`config.mk`:
```
export PLATFORM = sky130hd
export DESIGN_NAME = cva_mul
export DESIGN_NICKNAME = d
export VERILOG_FILES = /design/src/rtl/cva_mul.sv
export SDC_FILE = /design/constraint.sdc
export NUM_CORES = 2
export LEC_CHECK = 0
export BUFFER_PORTS_ARGS = -buffer_cell sky130_fd_sc_hd__buf_2
export CAP_MARGIN = 20
export CORE_ASPECT_RATIO = 1.2
export CORE_MARGIN = 2
export CORE_UTILIZATION = 60
export CTS_CLUSTER_SIZE = 12
export DETAILED_ROUTE_END_ITERATION = 12
export PLACE_DENSITY = 0.77
export SLEW_MARGIN = 20
export SYNTH_ARGS = -nofsm -noshare
export SYNTH_HDL_FRONTEND = slang
export SYNTH_SLANG_ARGS = --single-unit
```
`constraint.sdc`:
```
create_clock -name i_clk -period 12 [get_ports i_clk]
set_clock_uncertainty 0.05 [all_clocks]
set_input_delay 1.8 -clock i_clk [delete_from_list [all_inputs] [get_ports i_clk]]
set_output_delay 1.8 -clock i_clk [all_outputs]
set_load 0.01 [all_outputs]
```
`src/rtl/cva_mul.sv`:
```
// Shared signed 32x32 multiplier with a registered product.
`default_nettype none

module cva_mul (
    input  wire logic               i_clk,
    input  wire logic signed [31:0] i_x,
    input  wire logic signed [31:0] i_y,
    output logic signed [63:0]      o_prod
);
    logic signed [63:0] r_prod;

    always_ff @(posedge i_clk) begin
        r_prod <= i_x * i_y;
    end

    assign o_prod = r_prod;
endmodule

`default_nettype wire

```
==> metrics.md <==
| Metric | Value |
|---|---|
| Status | finished clean |
| CP peak stage delay | 1.07 ns |
| Crit-path max FO | 32 |
| Maxcap violations | 0 |
| Crit path DAT | 10.49 ns |
| Number of remaining DRC errors | 0 |
| Max reg flops | 64 |
| Full die area | 64100 sq um |
| Final worst-path cycle share | 85.0% |
| Synthesized net count | 5215 |
| Synth-to-Final Area Change | 3.84% |
| Cell family with most CP delay | adder cells |
| Most used cell, CP | fa_1 |
| Util after Layout | 62.7% |
| CP Capture Type | register |
| Synth Cell Area | 37200 sq um |
| Post-placement cell count | 4654 |
| Number of global-route vias before repair | 30300 |
| Buf/Inv on CP | 5 |
| First-pass GRT wire length | 161000 um |
| Grt ovf | 0 |
| Crit path kind | primary input to register |
| Die H | 277 um |
| CTS resizes | 0 |
| Port Buf Inserts | 128 |
| Final Hold Viols | 0 |
| Slew Viols, Final | 0 |
| I/O Pins | 129 |
| ANT nets after route | 0 |
| Yosys top cell by area | fa_1 |
| Gp weighted congestion | 0.925 |
| Cells along the critical path | buf_2 -> and2_1 -> fa_1 -> fa_1 -> fa_1 -> fa_1 -> inv_1 -> fa_1 -> inv_1 -> fa_1 -> inv_1 -> fa_1 -> inv_1 -> fa_1 -> ha_1 -> and3_1 -> nand2_1 -> nor2_1 -> o2bb2ai_1 -> a311oi_1 -> o31ai_1 -> a21oi_1 -> xnor2_1 |
| DPL Wire Length | 79200 um |
| Initial drt markers | 1569 |
| DR WL/cell | 21.2 um |
| Synth unique cells | 63 |
| Max Fclk | 0.0980 GHz |
| Ys flop type | dfxtp_1 |
| Mean Syn Cell Area | 9.59 sq um |
| Initial Utilization | 60.4% |
| Clock slew at reported path FFs | 0.08 ns |
| Tmin final | 10.20 ns |
| Area of the core | 61700 sq um |
| Slew of the pin with the lowest slew margin | 1.14 ns |
| Die W | 231 um |
| All-layer global routing usage | 33.3% |
| Row Count | 100 |
| Drt pass-1 iters | 5 |
| Clock Sinks | 64 |
| Seq/Total Area, Yosys | 3.44% |
| Post-synth EDFFs | 0 |
| Relative slew slack | 23.1% |
| Post-CTS Setup Inserts | 0 |
| Final setup vio count | 0 |
| Initial antenna violation count | 9 |
| Yosys warning total | 0 |
| Share of the synthesized area in the top cell type | 58.2% |
| Hold Buf Count CTS | 0 |
| Post-synthesis async set-or-reset flop share | 0% |
| Share of post-route cells with drive strength above 1 | 4.96% |
| CP max stage cell | fa_1 |
| Via/cell ratio | 5.64 |
| Hold Slack | 1.96 ns |
| RSZ-0062 raised after global routing | false |
| Worst path required time | 12.29 ns |
| Yosys reg bits | 64 |
| Final WL | 98900 um |
| H-tree depth | 3 |
| CTS tree | yes |
| Non-Filler Instances | 4675 |
| NumNets Final | 5180 |
| Via Count | 26400 |
| Synth area leaders | fa_1 58%, inv_1 9.6%, and2_1 8.7% |
| Worst Hold Class | primary input to register |
| Largest net degree at the start of global routing | 33 |
| Clk Tree Root Cell | clkbuf_16 |
| Critical path launch point type | primary input |
| Setup TNS | 0 ns |
| CTS Buffer Depth | 2 |
| Syn Inst Count | 3884 |
| Number of buffers created by CTS | 9 |
==> Yosys cell counts, types with 3 or more instances <==
cell      number
xor2_1        22
a211oi_2       3
a21o_1        23
a211oi_1       4
inv_1        952
fa_1        1082
buf_2          3
a21boi_0       3
or3_1          4
nand2_1      511
nand3_1       15
clkbuf_1     195
and4_1         3
nor2b_1        3
o21bai_1      15
a31oi_1       12
dfxtp_1       64
and2_1       516
ha_1         184
and3_1         7
o21a_1         4
nand2b_1       9
nor3_1         6
xnor2_1       53
a21oi_1       68
nand4_1        7
o211ai_1       3
o21ai_0       28
nor2_1        42
o31ai_1        6
==> cell usage in the layout, fill, tap and decap left out, drive strengths merged, types with 4 or more instances in the layout <==
cell and n:
a31oi 13, o31ai 7, o21a 4, a21o 25, and4 4, buf 154
or3 5, xor2 22, nand4 7, diode 5, a211oi 8, nor3 7
nand2 511, dfxtp 64, nand2b 9, and3 9, a21oi 68, fa 1082
nor2 42, o21ai 31, o21bai 15, ha 184, clkbuf 11, inv 952
and2 516, xnor2 53, nand3 15
==> path summary, 6_finish.rpt <==
check  slack, ns                  to  cells after the start   start
max         1.80  o_prod[63]$_DFF_P_                     23  i_y[4]
min         1.96   o_prod[0]$_DFF_P_                      2  i_y[0]
==> cell families (layout without fill, tap and decap cells) <==
kind of cell             after synthesis  after routing  share of synthesized area [%]
XOR/XNOR                              75             75                           1.76
AO/OA/AOI/OAI                        193            193                           3.46
other                                  0              5                              0
buffers and inverters               1152           1122                           11.6
flip-flops                            64             64                           3.44
adder cells (fa/ha/maj)             1266           1266                           64.3
AND/OR/NAND/NOR                     1134           1134                           15.4
==> routing by layer <==
| metal | part of all wire, % | global-route usage, % |
|---|---|---|
| met5 | 0.032 | 0 |
| met4 | 8.2 | 23.1 |
| met3 | 6.4 | 4.88 |
| met1 | 34 | 38.5 |
| met2 | 51 | 56.8 |
==> metrics by stage <==
step	worst slack, ns	area, sq um
2_1_floorplan	2.89	37200
3_3_place_gp	1.57	38300
3_5_place_dp	1.52	38300
4_1_cts	1.90	38700
5_1_grt	1.54	38700
6_report	1.80	38700
==> layout make-up <==
type,instances,area [sq um]
Antenna cell,5,12.5
Multi-Input combinational cell,2668,31600
Clock inverter,5,81.3
Tap cell,816,1020
Sequential cell,64,1280
Fill cell,5068,23000
Clock buffer,11,233
Inverter,952,3570
Timing Repair Buffer,154,836
Power is not shown: default switching activity piles up to over one toggle a cycle in this logic, so the estimate is an artifact.
