<file path="config.mk">
export PLATFORM = sky130hd
export DESIGN_NAME = cva_div
export DESIGN_NICKNAME = d
export VERILOG_FILES = /design/src/rtl/cva_pkg.sv /design/src/rtl/cva_div.sv
export SDC_FILE = /design/constraint.sdc
export NUM_CORES = 1
export LEC_CHECK = 0
export ABC_AREA = 1
export BUFFER_PORTS_ARGS = -buffer_cell sky130_fd_sc_hd__buf_2
export CAP_MARGIN = 0
export CORE_MARGIN = 4
export CORE_UTILIZATION = 60
export DETAILED_ROUTE_END_ITERATION = 10
export PLACE_DENSITY = 0.91
export RECOVER_POWER = 25
export SYNTH_ARGS = -nofsm -noshare
export SYNTH_HDL_FRONTEND = slang
export SYNTH_SLANG_ARGS = --single-unit
</file>
<file path="constraint.sdc">
create_clock -name i_clk -period 7.6 [get_ports i_clk]
set_input_delay 1.14 -clock i_clk [delete_from_list [all_inputs] [get_ports i_clk]]
set_output_delay 1.14 -clock i_clk [all_outputs]
set_load 0.1 [all_outputs]
</file>
<file path="src/rtl/cva_pkg.sv">
// Types, codes and helper functions of the complex vector ALU.
`default_nettype none

package cva_pkg;

    localparam int FRAC_BITS = 16;
    localparam int DIV_BITS  = 64 + FRAC_BITS;
    localparam int DCNT_W    = $clog2(DIV_BITS + 1);

    // Operation codes carried in the mode field.
    localparam logic [3:0] MODE_ADD     = 4'd0;
    localparam logic [3:0] MODE_SUB     = 4'd1;
    localparam logic [3:0] MODE_MUL     = 4'd2;
    localparam logic [3:0] MODE_DIV     = 4'd3;
    localparam logic [3:0] MODE_NEG     = 4'd4;
    localparam logic [3:0] MODE_CONJ    = 4'd5;
    localparam logic [3:0] MODE_SCALE   = 4'd6;
    localparam logic [3:0] MODE_LINCOMB = 4'd7;
    localparam logic [3:0] MODE_DOT     = 4'd8;

    // Configuration register indexes.
    localparam logic [1:0] REG_ALPHA_RE = 2'd0;
    localparam logic [1:0] REG_ALPHA_IM = 2'd1;
    localparam logic [1:0] REG_BETA_RE  = 2'd2;
    localparam logic [1:0] REG_BETA_IM  = 2'd3;

    // Multiplier operand selects.
    localparam logic [2:0] OPS_AR = 3'd0;
    localparam logic [2:0] OPS_AI = 3'd1;
    localparam logic [2:0] OPS_BR = 3'd2;
    localparam logic [2:0] OPS_BI = 3'd3;
    localparam logic [2:0] OPS_XR = 3'd4;
    localparam logic [2:0] OPS_XI = 3'd5;
    localparam logic [2:0] OPS_YR = 3'd6;
    localparam logic [2:0] OPS_YI = 3'd7;

    // Product destinations.
    localparam logic [1:0] DST_RE  = 2'd0;
    localparam logic [1:0] DST_IM  = 2'd1;
    localparam logic [1:0] DST_DEN = 2'd2;

    typedef struct packed {
        logic [3:0]         mode;
        logic signed [31:0] a_re;
        logic signed [31:0] a_im;
        logic signed [31:0] b_re;
        logic signed [31:0] b_im;
        logic               last_in;
    } t_in_item;

    typedef struct packed {
        logic signed [31:0] res_re;
        logic signed [31:0] res_im;
        logic               saturated;
        logic               divide_by_zero;
        logic               last_out;
    } t_out_item;

    typedef struct packed {
        logic [2:0] x_sel;
        logic [2:0] y_sel;
        logic [1:0] dst;
        logic       neg;
    } t_step;

    typedef struct packed {
        logic        done;
        logic [32:0] q_re;
        logic        ovf_re;
        logic [32:0] q_im;
        logic        ovf_im;
    } t_div_res;

    // One product of the multiply sequence of a mode.
    function automatic t_step step_of(input logic [3:0] mode, input logic [2:0] k);
        t_step s;
        s = '{OPS_AR, OPS_BR, DST_RE, 1'b0};
        case (mode)
            MODE_MUL, MODE_DOT: begin
                case (k)
                    3'd0:    s = '{OPS_AR, OPS_BR, DST_RE, 1'b0};
                    3'd1:    s = '{OPS_AI, OPS_BI, DST_RE, 1'b1};
                    3'd2:    s = '{OPS_AR, OPS_BI, DST_IM, 1'b0};
                    default: s = '{OPS_AI, OPS_BR, DST_IM, 1'b0};
                endcase
            end
            MODE_SCALE, MODE_LINCOMB: begin
                case (k)
                    3'd0:    s = '{OPS_XR, OPS_AR, DST_RE, 1'b0};
                    3'd1:    s = '{OPS_XI, OPS_AI, DST_RE, 1'b1};
                    3'd2:    s = '{OPS_XR, OPS_AI, DST_IM, 1'b0};
                    3'd3:    s = '{OPS_XI, OPS_AR, DST_IM, 1'b0};
                    3'd4:    s = '{OPS_YR, OPS_BR, DST_RE, 1'b0};
                    3'd5:    s = '{OPS_YI, OPS_BI, DST_RE, 1'b1};
                    3'd6:    s = '{OPS_YR, OPS_BI, DST_IM, 1'b0};
                    default: s = '{OPS_YI, OPS_BR, DST_IM, 1'b0};
                endcase
            end
            MODE_DIV: begin
                case (k)
                    3'd0:    s = '{OPS_AR, OPS_BR, DST_RE, 1'b0};
                    3'd1:    s = '{OPS_AI, OPS_BI, DST_RE, 1'b0};
                    3'd2:    s = '{OPS_AI, OPS_BR, DST_IM, 1'b0};
                    3'd3:    s = '{OPS_AR, OPS_BI, DST_IM, 1'b1};
                    3'd4:    s = '{OPS_BR, OPS_BR, DST_DEN, 1'b0};
                    default: s = '{OPS_BI, OPS_BI, DST_DEN, 1'b0};
                endcase
            end
            default: s = '{OPS_AR, OPS_BR, DST_RE, 1'b0};
        endcase
        return s;
    endfunction

    function automatic logic [2:0] last_step(input logic [3:0] mode);
        logic [2:0] n;
        case (mode)
            MODE_LINCOMB: n = 3'd7;
            MODE_DIV:     n = 3'd5;
            default:      n = 3'd3;
        endcase
        return n;
    endfunction

    // Clamp to the signed 64-bit range, kept at 66 bits.
    function automatic logic signed [65:0] sat64(input logic signed [65:0] v);
        logic signed [65:0] r;
        r = v;
        if (v[65:63] != 3'b000 && v[65:63] != 3'b111) begin
            r = v[65] ? {3'b111, 63'd0} : {3'b000, {63{1'b1}}};
        end
        return r;
    endfunction

    // Clamp to the signed 32-bit range; bit 32 of the result flags a clip.
    function automatic logic [32:0] sat32(input logic signed [65:0] v);
        logic [32:0] r;
        if (v[65:31] == '0 || v[65:31] == '1) begin
            r = {1'b0, v[31:0]};
        end else begin
            r = {1'b1, v[65] ? 32'h8000_0000 : 32'h7FFF_FFFF};
        end
        return r;
    endfunction

endpackage

`default_nettype wire

</file>
<file path="src/rtl/cva_div.sv">
// Two-lane restoring divider, one quotient bit per lane per cycle.
`default_nettype none

module cva_div (
    input  wire logic        i_clk,
    input  wire logic        i_rst_n,
    input  wire logic        i_start,
    input  wire logic [63:0] i_mag_re,
    input  wire logic [63:0] i_mag_im,
    input  wire logic [63:0] i_den,
    output cva_pkg::t_div_res o_res
);
    import cva_pkg::*;

    logic              r_busy;
    logic              r_done;
    logic [DCNT_W-1:0] r_cnt;
    logic [63:0]       r_den;
    logic [DIV_BITS-1:0] r_num_re, r_num_im;
    logic [63:0]       r_rem_re, r_rem_im;
    logic [32:0]       r_q_re, r_q_im;
    logic              r_ovf_re, r_ovf_im;
    logic [64:0]       w_step_re, w_step_im;

    // Returns the new remainder and, in bit 0, the quotient bit.
    function automatic logic [64:0] lane_step(input logic [63:0] rem, input logic b,
                                              input logic [63:0] den);
        logic [64:0] sh;
        logic [64:0] r;
        sh = {rem, b};
        if (sh >= {1'b0, den}) begin
            sh = sh - {1'b0, den};
            r  = {sh[63:0], 1'b1};
        end else begin
            r  = {sh[63:0], 1'b0};
        end
        return r;
    endfunction

    assign w_step_re = lane_step(r_rem_re, r_num_re[DIV_BITS-1], r_den);
    assign w_step_im = lane_step(r_rem_im, r_num_im[DIV_BITS-1], r_den);

    always_ff @(posedge i_clk) begin
        if (!i_rst_n) begin
            r_busy <= 1'b0;
            r_done <= 1'b0;
            r_cnt  <= '0;
        end else begin
            r_done <= 1'b0;
            if (i_start) begin
                r_busy <= 1'b1;
                r_cnt  <= DCNT_W'(DIV_BITS);
            end else if (r_busy) begin
                r_cnt <= r_cnt - 1'b1;
                if (r_cnt == DCNT_W'(1)) begin
                    r_busy <= 1'b0;
                    r_done <= 1'b1;
                end
            end
        end
    end

    always_ff @(posedge i_clk) begin
        if (i_start) begin
            r_den    <= i_den;
            r_num_re <= {i_mag_re, FRAC_BITS'(0)};
            r_num_im <= {i_mag_im, FRAC_BITS'(0)};
            r_rem_re <= '0;
            r_rem_im <= '0;
            r_q_re   <= '0;
            r_q_im   <= '0;
            r_ovf_re <= 1'b0;
            r_ovf_im <= 1'b0;
        end else if (r_busy) begin
            r_num_re <= r_num_re << 1;
            r_num_im <= r_num_im << 1;
            r_rem_re <= w_step_re[64:1];
            r_rem_im <= w_step_im[64:1];
            // A bit pushed out of the top means the quotient is out of any range we keep.
            r_ovf_re <= r_ovf_re | r_q_re[32];
            r_ovf_im <= r_ovf_im | r_q_im[32];
            r_q_re   <= {r_q_re[31:0], w_step_re[0]};
            r_q_im   <= {r_q_im[31:0], w_step_im[0]};
        end
    end

    assign o_res = '{r_done, r_q_re, r_ovf_re, r_q_im, r_ovf_im};
endmodule

`default_nettype wire

</file>
==> results.ini <==
[global_routing]
grt_first_pass_wirelength_mm = 141
grt_max_degree = 172
gr-total-overflow = 0
vias_in_the_first_global_route = 26700
number_of_antenna_violations_at_the_first_check_in_global_routing = 1
track_usage_pct = 35.6

[critical_path]
startpoint_type = primary input
critical_path.top_delay_family = buffers and inverters
critical_path_depth = 4
endpoint_kind = register
crit_path_cell_trace = clkbuf_1 -> nor2_4 -> inv_6 -> buf_4
worst-path-buf-inv = 3
required_ps = 7780
ff2ff_path_depth = 17
regToRegSetupSlack_ps = 3350
cpPeakStageDelay_ps = 2010
worst_ep_arrival_time_ps = 5020
critPathSlowestCell = sky130_fd_sc_hd__clkbuf_1
critical_path_peak_fanout = 104
critical_path_class = primary input to register

[placed_design]
dpl-instance-area_mm2 = 0.0293
placed_cell_count = 5088
dp_hpwl_mm = 69.1
port-buffer-count = 263
dp_worst_setup_slack_ps = 3480
gp_congestion = 1.05

[timing]
rsz0062_at_grt = no
finalMaxSlewViolations = 88
postLayoutSetupSlackWorst_ps = 2760
finalCriticalPeriod_ps = 4840
max_clock_freq_mhz = 206
fin_tns_setup_ps = 0
max_slew.worst_pin.slew_ps = 2910
endpoints_failing_hold = 0
timing.final.setup_violations = 0
timing.hold.ws_ps = 469
final_min_period_over_clock_period_pct = 63.7
timing.clock.skew_ps = 42.1
max_slew_margin_pct = -93.7

[power]
p_sw_share_pct = 27.3
power.share.clock_pct = 42.1
switching_power_mw = 1.43
combinationalPowerShare_pct = 12.0
power.ir.vdd_worst_mv = 0.203
finalPower_mw = 5.24
power.density_mw_per_mm2 = 171
p_int_mw = 3.81
seq_power_share_pct = 45.9
leakage_nw = 16.6

[drt]
detail_routed_via_count_per_cell = 5.51
route.vias.total = 28500
dr.pass1.iters = 8
number_of_drc_violations_after_detailed_routing = 0
postRouteAntennaNets = 0
iteration_0_drc_markers = 3360
wire_length_per_cell_um = 17.5
route.final.wire_length_mm = 90.7

[logic_synthesis]
yosysSeqAreaShare_pct = 35.7
syn_area_mm2 = 0.0276
library_cell_with_the_highest_instance_count_after_synthesis = sky130_fd_sc_hd__nand2_1
synthDistinctLibCells = 51
synth_edf_count = 192
postSynthAreaPerCell_um2 = 6.38
netlist_instances = 4332
asyncSetResetFlopFracSynth_pct = 0
synth_top_cells_by_count = 1,696 x sky130_fd_sc_hd__nand2_1, 751 x sky130_fd_sc_hd__inv_1, 395 x sky130_fd_sc_hd__nor2_1, 254 x sky130_fd_sc_hd__nand3_1, 205 x sky130_fd_sc_hd__dfxtp_1
syn-num-nets = 4659
synth_largest_type_area_fraction_pct = 23.0
yosysWarningCount = 0
synth_area_leader_cell = sky130_fd_sc_hd__nand2_1
synthFlopType = sky130_fd_sc_hd__dfxtp_1
post_synth_main_area_contributors = sky130_fd_sc_hd__nand2_1 23%, sky130_fd_sc_hd__edfxtp_1 21%, sky130_fd_sc_hd__dfxtp_1 15%
flop_and_latch_count_out_of_synthesis = 397

[floorplan]
initial_core_util_pct = 60.8
boundaryPins = 264
die_h_um = 223
die-area_mm2 = 0.0496
floorplan.rows = 78
die_width_um = 223
floorplan.core_area_mm2 = 0.0455

[cells_and_area]
design.final.nets = 4861
area_growth_pct = 11.1
drive_above_1_share_pct = 8.80
fin_area_mm2 = 0.0307
final-instance-count-excl-fill = 5170
final_core_util_pct = 67.5

[flow_run]
maxCapViolCount = 2

[clock_network]
clk_path_buf_depth = 3
cts-buffers-inserted = 44
cts_root_buf = sky130_fd_sc_hd__clkbuf_16
clock_sinks = 397
post-cts-setup-buffer-count = 0
clock_tree.htree_level_count = 2
cts_tree = yes
clock_latency_reported_for_the_late_side_of_the_worst_skew_pair_ps = 600
clk_pin_slew_ps = 60
postCtsResizedCells = 0
holdBufCountCts = 0

[run_status]
violations = max-capacitance violations, max-slew violations
status = finished with violations

[worst_hold_path]
min-delay-path-class = register to register
hold-path-cell-count = 2

tightest hold or removal path: stages, from the launching register on:
cell	delay [ps]
sky130_fd_sc_hd__dfxtp_1	330
sky130_fd_sc_hd__a21oi_1	40
sky130_fd_sc_hd__nor2_1	70
flip-flops by register name (all words and copies together) (netlist names):
signal / cells
r_rem_im: 64
r_ovf_im: 1
r_num_im: 64
r_ovf_re: 1
r_den: 64
r_done: 1
r_cnt: 7
r_num_re: 64
r_busy: 1
r_rem_re: 64
r_q_im: 33
r_q_re: 33
per-layer routing:
layer,global-route usage (%),vias up,wire length (µm)
li1,-,13900,-
met1,47.6,12700,36500
met2,56.0,1567,39500
met3,5.62,281,9140
met4,18.5,2,5530
met5,0,-,11
cells in the final DEF, fill, tap and decap left out, types with 12 or more instances in the layout:
cell type	synthesis	layout
sky130_fd_sc_hd__edfxtp_1	192	192
sky130_fd_sc_hd__clkbuf_1	73	35
sky130_fd_sc_hd__nand2_2	12	12
sky130_fd_sc_hd__nand3_1	254	254
sky130_fd_sc_hd__nor3_1	17	17
sky130_fd_sc_hd__xor2_1	26	26
sky130_fd_sc_hd__nor2_2	27	27
sky130_fd_sc_hd__a21boi_0	17	17
sky130_fd_sc_hd__o22ai_1	61	61
sky130_fd_sc_hd__ha_1	130	130
sky130_fd_sc_hd__a21oi_1	152	152
sky130_fd_sc_hd__o21bai_1	23	23
sky130_fd_sc_hd__nand4_1	83	83
sky130_fd_sc_hd__buf_2	18	237
sky130_fd_sc_hd__o21ai_0	88	88
sky130_fd_sc_hd__nand2_1	1696	1696
sky130_fd_sc_hd__dfxtp_1	205	204
sky130_fd_sc_hd__nor2_1	395	393
sky130_fd_sc_hd__clkbuf_16	0	44
sky130_fd_sc_hd__inv_1	751	749
power groups by stage:
| stage | Clock (mW) | Sequential (mW) | Combinational [mW] |
|---|---|---|---|
| after floorplan | 0 | 2.45 | 0.394 |
| after global placement | 0 | 2.45 | 0.597 |
| after detailed placement | 0 | 2.45 | 0.606 |
| after CTS | 2.22 | 2.41 | 0.614 |
| after global routing | 2.30 | 2.42 | 0.691 |
| final | 2.20 | 2.41 | 0.628 |
logic make-up after synthesis:
group	share of synthesized area, %
compound gates	7.37
xor+xnor	0.855
fa+ha+maj	6.03
buf+inv	12.4
flops	35.7
simple gates	37.6
final cells by class:
cell class	count	area, µm²
Fill cell	4038	14800
Antenna cell	1	2.50
Multi-Input combinational cell	3055	14400
Timing Repair Buffer	274	1380
Tap cell	600	751
Clock buffer	56	1190
Clock inverter	25	298
Inverter	762	2870
Sequential cell	397	9870
final timing paths:
check,from,end
worst min-delay path,r_ovf_im,r_ovf_im
worst min register to register,r_ovf_im,r_ovf_im
worst max register to register,r_den[16],r_rem_im[48]
worst max-delay path,i_start,r_num_re[46]
No activity file was read; power rests on OpenSTA's default activity.
